File: config.mk
export PLATFORM = sky130hd
export DESIGN_NAME = key_state_tracker_table_unit
export DESIGN_NICKNAME = d
export VERILOG_FILES = /design/src/hdl/kstt_pkg.sv /design/src/hdl/kstt_cell.sv /design/src/hdl/key_state_tracker_table_unit.sv
export VERILOG_INCLUDE_DIRS = /design/src /design/src/hdl
export SDC_FILE = /design/constraint.sdc
export NUM_CORES = 2
export LEC_CHECK = 0
export BUFFER_PORTS_ARGS = -buffer_cell sky130_fd_sc_hd__buf_2
export CAP_MARGIN = 40
export CORE_UTILIZATION = 40
export CTS_CLUSTER_DIAMETER = 60
export DETAILED_ROUTE_END_ITERATION = 10
export PLACE_DENSITY = 0.57
export SYNTH_ARGS = -nofsm -noshare
export SYNTH_HDL_FRONTEND = slang
export SYNTH_SLANG_ARGS = --single-unit
File: constraint.sdc
create_clock -name clk -period 5.4 [get_ports clk]
set_input_delay 1.08 -clock clk [delete_from_list [all_inputs] [get_ports clk]]
set_output_delay 1.08 -clock clk [all_outputs]
set_load 0.02 [all_outputs]
File: src/hdl/assert_macros.svh
// assertion macros used by the top rtl file of the key state table
// no dependencies; expects clk and rst_n in the including scope
`ifndef ASSERT_MACROS_SVH
`define ASSERT_MACROS_SVH

// plain property, checked out of reset
`define KSTT_ASSERT(lbl, prop, msg) \
    lbl: assert property (@(posedge clk) disable iff (!rst_n) (prop)) else $error(msg);

// same-cycle implication, checked out of reset
`define KSTT_ASSERT_IMPL(lbl, pre, post, msg) \
    lbl: assert property (@(posedge clk) disable iff (!rst_n) (pre) |-> (post)) \
        else $error(msg);

// next-cycle implication, checked out of reset
`define KSTT_ASSERT_NEXT(lbl, pre, post, msg) \
    lbl: assert property (@(posedge clk) disable iff (!rst_n) (pre) |=> (post)) \
        else $error(msg);

`endif

File: src/hdl/kstt_pkg.sv
// types, codes and field layout for the key state table
// no dependencies
package kstt_pkg;

    // op codes as they arrive on the input beat
    localparam logic [2:0] OPC_TICK = 3'd0;
    localparam logic [2:0] OPC_DOWN = 3'd1;
    localparam logic [2:0] OPC_UP   = 3'd2;
    localparam logic [2:0] OPC_QKEY = 3'd3;
    localparam logic [2:0] OPC_QANY = 3'd4;

    // key states
    localparam logic [1:0] ST_NULL    = 2'd0;
    localparam logic [1:0] ST_PRESS   = 2'd1;
    localparam logic [1:0] ST_HOLD    = 2'd2;
    localparam logic [1:0] ST_RELEASE = 2'd3;

    // input beat layout
    localparam int OP_LSB     = 0;
    localparam int OP_W       = 3;
    localparam int KC_LSB     = 3;
    localparam int KEY_CODE_W = 8;
    localparam int QST_LSB    = 11;
    localparam int IN_DATA_W  = 16;
    localparam int OUT_DATA_W = 8;

    // internal probe ops, insert is the second pass of a key down
    typedef enum logic [2:0] {
        OP_TICK   = 3'd0,
        OP_DOWN   = 3'd1,
        OP_UP     = 3'd2,
        OP_QKEY   = 3'd3,
        OP_QANY   = 3'd4,
        OP_INSERT = 3'd5,
        OP_NONE   = 3'd6
    } op_t;

    // probe that walks the cell row
    typedef struct packed {
        logic       valid;
        op_t        op;
        logic [1:0] qst;
        logic       hit;
        logic       stop;
        logic [1:0] ks;
        logic       am;
    } probe_t;

    typedef enum logic [1:0] {
        FSM_IDLE,
        FSM_BUSY,
        FSM_FINISH
    } fsm_t;

    function automatic op_t decode_op(input logic [2:0] raw);
        op_t res;
        case (raw)
            OPC_TICK: res = OP_TICK;
            OPC_DOWN: res = OP_DOWN;
            OPC_UP:   res = OP_UP;
            OPC_QKEY: res = OP_QKEY;
            OPC_QANY: res = OP_QANY;
            default:  res = OP_NONE;
        endcase
        return res;
    endfunction

endpackage

File: src/hdl/kstt_cell.sv
// one table entry (code and state) with its stage of the probe row
// depends on kstt_pkg
module kstt_cell
    import kstt_pkg::*;
#(
    parameter int CODE_BITS = 8
)
(
    input  logic                 clk,
    input  logic                 rst_n,
    input  probe_t               probe_in,
    input  logic [CODE_BITS-1:0] pcode_in,
    output probe_t               probe_out,
    output logic [CODE_BITS-1:0] pcode_out
);

    logic [CODE_BITS-1:0] code_reg, code_next;
    logic [1:0]           state_reg, state_next;
    probe_t               probe_reg, probe_next;
    logic [CODE_BITS-1:0] pcode_reg;
    logic                 code_match;

    assign code_match = (code_reg == pcode_in);

    always_comb
    begin
        code_next  = code_reg;
        state_next = state_reg;
        probe_next = probe_in;
        if (probe_in.valid)
        begin
            case (probe_in.op)
                OP_TICK:
                begin
                    if (state_reg == ST_RELEASE)
                    begin
                        state_next = ST_NULL;
                        code_next  = '0;
                    end
                    else if (state_reg == ST_PRESS)
                    begin
                        state_next = ST_HOLD;
                    end
                end
                OP_DOWN:
                begin
                    if (code_match)
                        probe_next.hit = 1'b1;
                end
                OP_UP:
                begin
                    if (!probe_in.hit && code_match)
                    begin
                        state_next     = ST_RELEASE;
                        probe_next.hit = 1'b1;
                    end
                end
                OP_QKEY:
                begin
                    if (!probe_in.hit && code_match)
                    begin
                        probe_next.hit = 1'b1;
                        probe_next.ks  = state_reg;
                    end
                end
                OP_QANY:
                begin
                    if (!probe_in.stop)
                    begin
                        if (code_reg == '0)
                            probe_next.stop = 1'b1;
                        else if (state_reg == probe_in.qst)
                        begin
                            probe_next.am   = 1'b1;
                            probe_next.stop = 1'b1;
                        end
                    end
                end
                OP_INSERT:
                begin
                    if (!probe_in.hit && state_reg == ST_NULL)
                    begin
                        state_next     = ST_PRESS;
                        code_next      = pcode_in;
                        probe_next.hit = 1'b1;
                    end
                end
                default:
                begin
                end
            endcase
        end
    end

    always_ff @(posedge clk or negedge rst_n)
    begin
        if (!rst_n)
        begin
            code_reg  <= '0;
            state_reg <= ST_NULL;
            probe_reg <= '0;
        end
        else
        begin
            code_reg  <= code_next;
            state_reg <= state_next;
            probe_reg <= probe_next;
        end
    end

    always_ff @(posedge clk)
    begin
        pcode_reg <= pcode_in;
    end

    assign probe_out = probe_reg;
    assign pcode_out = pcode_reg;

endmodule

File: src/hdl/key_state_tracker_table_unit.sv
// the probe walks the whole cell row one cell per cycle for each accepted beat,
// twice for a key down of an unlisted code (search pass, then insert pass)
// a new beat is taken only after the result of the last one has gone to the output register,
// and the finish step waits while the output register still holds an untaken result
// reset: asynchronous active low, clears every entry to code 0 / null state at once
// a finished result waits in the output register while the next beat is taken
// top level of the key state table; depends on kstt_pkg, kstt_cell, assert_macros.svh
`include "assert_macros.svh"
module key_state_tracker_table_unit
    import kstt_pkg::*;
#(
    parameter int ENTRIES   = 64,
    parameter int CODE_BITS = 8
)
(
    input  logic                  clk,
    input  logic                  rst_n,
    // slave side: op [2:0], key_code [10:3], query_state [12:11], zero [15:13]
    input  logic                  s_tvalid,
    output logic                  s_tready,
    input  logic [IN_DATA_W-1:0]  s_tdata,
    // master side: key_state [1:0], any_match [2], zero [7:3]
    output logic                  m_tvalid,
    input  logic                  m_tready,
    output logic [OUT_DATA_W-1:0] m_tdata
);

    // sequencer state
    fsm_t                  state_reg, state_next;
    // code of the current item, reused by the insert pass
    logic [CODE_BITS-1:0]  code_reg, code_next;
    // result waiting for the output register
    logic [1:0]            res_ks_reg, res_ks_next;
    logic                  res_am_reg, res_am_next;
    // output register
    logic                  m_valid_reg, m_valid_next;
    logic [OUT_DATA_W-1:0] m_data_reg, m_data_next;

    // probe row: slot 0 is the launch point, slot ENTRIES is the exit
    probe_t                chain_ctl  [ENTRIES+1];
    logic [CODE_BITS-1:0]  chain_code [ENTRIES+1];
    probe_t                launch;
    logic [CODE_BITS-1:0]  launch_code;
    logic [CODE_BITS-1:0]  code_in;
    probe_t                exit_probe;

    // key code from the beat, fit to the table's code width
    genvar b;
    generate
        for (b = 0; b < CODE_BITS; b++)
        begin : g_code
            if (b < KEY_CODE_W)
            begin : g_bit
                assign code_in[b] = s_tdata[KC_LSB+b];
            end
            else
            begin : g_zero
                assign code_in[b] = 1'b0;
            end
        end
    endgenerate

    // the row of entry cells, each hands the probe on every cycle
    assign chain_ctl[0]  = launch;
    assign chain_code[0] = launch_code;

    genvar i;
    generate
        for (i = 0; i < ENTRIES; i++)
        begin : g_cell
            kstt_cell #(
                .CODE_BITS (CODE_BITS)
            ) u_cell (
                .clk       (clk),
                .rst_n     (rst_n),
                .probe_in  (chain_ctl[i]),
                .pcode_in  (chain_code[i]),
                .probe_out (chain_ctl[i+1]),
                .pcode_out (chain_code[i+1])
            );
        end
    endgenerate

    assign exit_probe = chain_ctl[ENTRIES];

    always_comb
    begin
        state_next   = state_reg;
        code_next    = code_reg;
        res_ks_next  = res_ks_reg;
        res_am_next  = res_am_reg;
        m_valid_next = m_valid_reg;
        m_data_next  = m_data_reg;
        launch       = '0;
        launch_code  = code_in;
        s_tready     = 1'b0;

        // output register drains independently of the sequencer
        if (m_valid_reg && m_tready)
            m_valid_next = 1'b0;

        case (state_reg)
            FSM_IDLE:
            begin
                s_tready = 1'b1;
                if (s_tvalid)
                begin
                    launch.valid = 1'b1;
                    launch.op    = decode_op(s_tdata[OP_LSB +: OP_W]);
                    launch.qst   = s_tdata[QST_LSB +: 2];
                    code_next    = code_in;
                    state_next   = FSM_BUSY;
                end
            end
            FSM_BUSY:
            begin
                if (exit_probe.valid)
                begin
                    if (exit_probe.op == OP_DOWN && !exit_probe.hit)
                    begin
                        // code not listed: second pass claims the first null entry
                        launch.valid = 1'b1;
                        launch.op    = OP_INSERT;
                        launch_code  = code_reg;
                    end
                    else
                    begin
                        res_ks_next = exit_probe.ks;
                        res_am_next = exit_probe.am;
                        state_next  = FSM_FINISH;
                    end
                end
            end
            FSM_FINISH:
            begin
                if (!m_valid_reg || m_tready)
                begin
                    m_valid_next = 1'b1;
                    m_data_next  = {{(OUT_DATA_W-3){1'b0}}, res_am_reg, res_ks_reg};
                    state_next   = FSM_IDLE;
                end
            end
            default:
            begin
                state_next = FSM_IDLE;
            end
        endcase
    end

    always_ff @(posedge clk or negedge rst_n)
    begin
        if (!rst_n)
        begin
            state_reg   <= FSM_IDLE;
            m_valid_reg <= 1'b0;
        end
        else
        begin
            state_reg   <= state_next;
            m_valid_reg <= m_valid_next;
        end
    end

    // payload registers
    always_ff @(posedge clk)
    begin
        code_reg   <= code_next;
        res_ks_reg <= res_ks_next;
        res_am_reg <= res_am_next;
        m_data_reg <= m_data_next;
    end

    assign m_tvalid = m_valid_reg;
    assign m_tdata  = m_data_reg;

    // no probe may leave the row while the sequencer waits for a beat
    `KSTT_ASSERT_IMPL(a_idle_no_probe, state_reg == FSM_IDLE, !exit_probe.valid,
        "probe exits while idle")
    // an accepted beat always starts a scan
    `KSTT_ASSERT_NEXT(a_accept_busy, s_tvalid && s_tready, state_reg == FSM_BUSY,
        "accept did not start scan")
    // a new result beat only comes from the finish step
    `KSTT_ASSERT_IMPL(a_result_source, $rose(m_valid_reg), $past(state_reg == FSM_FINISH),
        "result without finish")
    // only key query and any query leave a nonzero result
    `KSTT_ASSERT_IMPL(a_result_zero,
        exit_probe.valid && exit_probe.op != OP_QKEY && exit_probe.op != OP_QANY,
        exit_probe.ks == ST_NULL && !exit_probe.am, "stray result bits")

endmodule
==> flow_summary.ini <==
[status]
status = finished, final reports clean

[cts]
postCtsSetupBuffers = 0
cts.clk_slew.worst_paths_ps = 60
cts_tree = yes
cts_resized = 0
clk-insertion-delay-late_ps = 810
cts_buffer_depth = 3
holdBufCountCts = 0
clock_sinks = 1862
htreeDepth = 4
numCtsBuffers = 194
clockRootBuffer = clkbuf_16

[timing]
slew_viol_final = 0
finalHoldViolCount = 0
rsz0062_at_grt = false
setup_violations = 0
skew_ps = 42.2
fin_tns_setup_ps = 0
worst_pin_slew_ps = 961
fin_crit_ps = 2900
max_freq_ghz = 0.345
slew_headroom_pct = 35.9
fin_crit_sh_pct = 53.7

[flow_run]
maxCapViolCount = 0

[synthesis]
synth_top_area_cell = dfrtp_1
async_flop_share_pct = 72.2
synth_compound_area_share_pct = 13.3
synth_xor_area_share_pct = 7.93
synth_area_per_cell_um2 = 12.2
synth.area.mux_share_pct = 2.11
syn_inst = 5787
synthTopCellsByArea = dfrtp_1 (48%), dfxtp_1 (14%), a22o_1 (6.3%), xor2_1 (4.5%), xnor2_1 (3.5%)
synthAdderAreaFrac_pct = 0
synth.yosys.seq_area_share_pct = 62.6
synth_edf_count = 14
synth_top_family_by_area = compound AO/OA/AOI/OAI gates
synth_most_common_cell = dfrtp_1
ys_types = 93
ys_ff_latch = 1862
synth_top_area_share_pct = 47.7
synth_common_cells = dfrtp_1 (1,344), a22o_1 (505), dfxtp_1 (504), nor2_1 (390), xor2_1 (361)
syn_area_um2 = 70500
synth-simple-area-share_pct = 13.0
yosys_most_used_dff = dfrtp_1
yosys_warnings = 0

[routing]
ant_nets = 0
drc = 0
routed_wl_um = 144000
drt_iter0_drc = 3520
route.vias.total = 44800
viasPerCell = 5.33
wl_per_cell_um = 17.1
drt_pass1_iterations = 6

[grt]
grt_overflow = 0
antenna_found_initial = 0
grt_pass1_wl_um = 241000
grt.total_usage_pct = 16.2
grt_max_degree = 162
grt_pass1_vias = 44600

[critical_path]
critPathSlowestCell = dfrtp_1
crit_family = flip-flops
critPathMaxStageDelay_ps = 470
arrival_ps = 1820
cp.required_ps = 4320
crit_type = flip-flop to output pin
crit_chain = nor2_1 > buf_2
critical_path_buf_inv_count = 1
endpoint_kind = output pin
start_kind = flip-flop
crit_path_max_fanout = 5

[place]
dp.cells = 8048
port-buffer-count = 21
place.detailed.hpwl_um = 97900
place.gp.congestion = 0.792

[die]
coreArea_um2 = 175000
row_count = 153
pin_count = 30
die-area_um2 = 178000
dieHeight_um = 422
initial_core_util_pct = 40.4
die_x_um = 422

[cells_and_area]
largest_reg_flops = 701
fin_nets = 5940
layout-drive-gt1-share_pct = 9.15
synthToLayoutAreaGrowth_pct = 13.6
fin_cells = 8415
antenna_cells = 0

[pwr]
design_power_total_w = 0.0289
pwr_density_cell_nw_per_um2 = 361
ir_drop_v = 0.000249
p_leak_nw = 36.8

[hold_path]
hold_path_class = primary input to asynchronous set/reset pin
-- final cells by class --
type / count / area [um^2]
Clock buffer: 285 / 5670
Tap cell: 2325 / 2910
Multi-Input combinational cell: 3744 / 25700
Timing Repair Buffer: 53 / 440
Fill cell: 15700 / 94400
Sequential cell: 1862 / 44100
Clock inverter: 81 / 1050
Inverter: 65 / 244
-- cells by family after synthesis --
logic type / Yosys count
AND/OR/NAND/NOR: 1723
flip-flops: 1862
XOR/XNOR: 639
AO/OA/AOI/OAI: 1245
other: 1
multiplexers: 132
buffers and inverters: 185
-- through the flow --
step	utilization [%]	area, um^2	hold WS (ps)	setup slack (ps)
after global routing	45.9	80100	231	2430
after detailed placement	42.1	73400	372	2630
after global placement	42.0	73400	371	2670
final	45.9	80100	232	2500
after floorplan	-	70500	352	2850
after CTS	45.9	80100	199	2450
-- layout by cell type, fill, tap and decap left out, types with 18 or more instances in the layout --
cell type  count
a21o_1        54
a21oi_1      159
a22o_1       505
a31o_2        49
a31oi_1       35
and2_1        18
and3_1        37
buf_2         28
clkbuf_1      50
clkbuf_16    200
clkbuf_8      35
clkinv_2      29
dfrtp_1     1344
dfxtp_1      504
inv_1         65
mux2_1        25
mux2_2       102
nand2_1      343
nand2b_1      57
nand3_1      116
nand3b_1      64
nand4_1       82
nand4b_1      22
nor2_1       390
nor2b_1       76
nor3_1        96
nor3b_1       39
nor4_1       238
nor4b_1       19
o21ai_0      114
o21ai_1       37
o21bai_1      67
o22ai_1       27
o31ai_1       18
or3_1         31
xnor2_1      278
xor2_1       361
-- power by group --
group | internal [W] | switching [W] | leakage (nW) | total, W
registers | 0.0142 | 0.000330 | 22.9 | 0.0145
logic | 0.000305 | 0.000420 | 10.6 | 0.000725
clock network | 0.00808 | 0.00560 | 3.27 | 0.0137
-- final timing paths --
kind | start | end | slack [ps] | cells past startpoint
max | state_reg[1] | s_tready | 2500 | 2
min | rst_n | g_cell[46].u_cell.code_reg[7] | 230 | 1
max reg2reg | state_reg[1] | g_cell[0].u_cell.probe_out[4] | 2740 | 5
min reg2reg | g_cell[12].u_cell.pcode_out[3] | g_cell[13].u_cell.pcode_out[3] | 360 | 0
max in group asynchronous | rst_n | g_cell[32].u_cell.code_reg[1] | 3750 | 2
min in group clk | g_cell[12].u_cell.pcode_out[3] | g_cell[13].u_cell.pcode_out[3] | 360 | 0
-- worst reg2reg max path, delay by kind of cell (launching register included) --
family / cells / cell delay, ps
AO/OA/AOI/OAI: 2 / 530
flip-flops: 1 / 470
AND/OR/NAND/NOR: 3 / 1530
-- metal layers --
layer  part of all wire (%)  global-route usage, %  vias up
met5                      0                      0        -
met4                    1.8                   4.39        0
met3                    4.0                   2.87      206
met2                     46                   25.2      794
met1                     48                   23.2    22400
li1                       -                      -    21400
(Power assumes the default switching activity.)
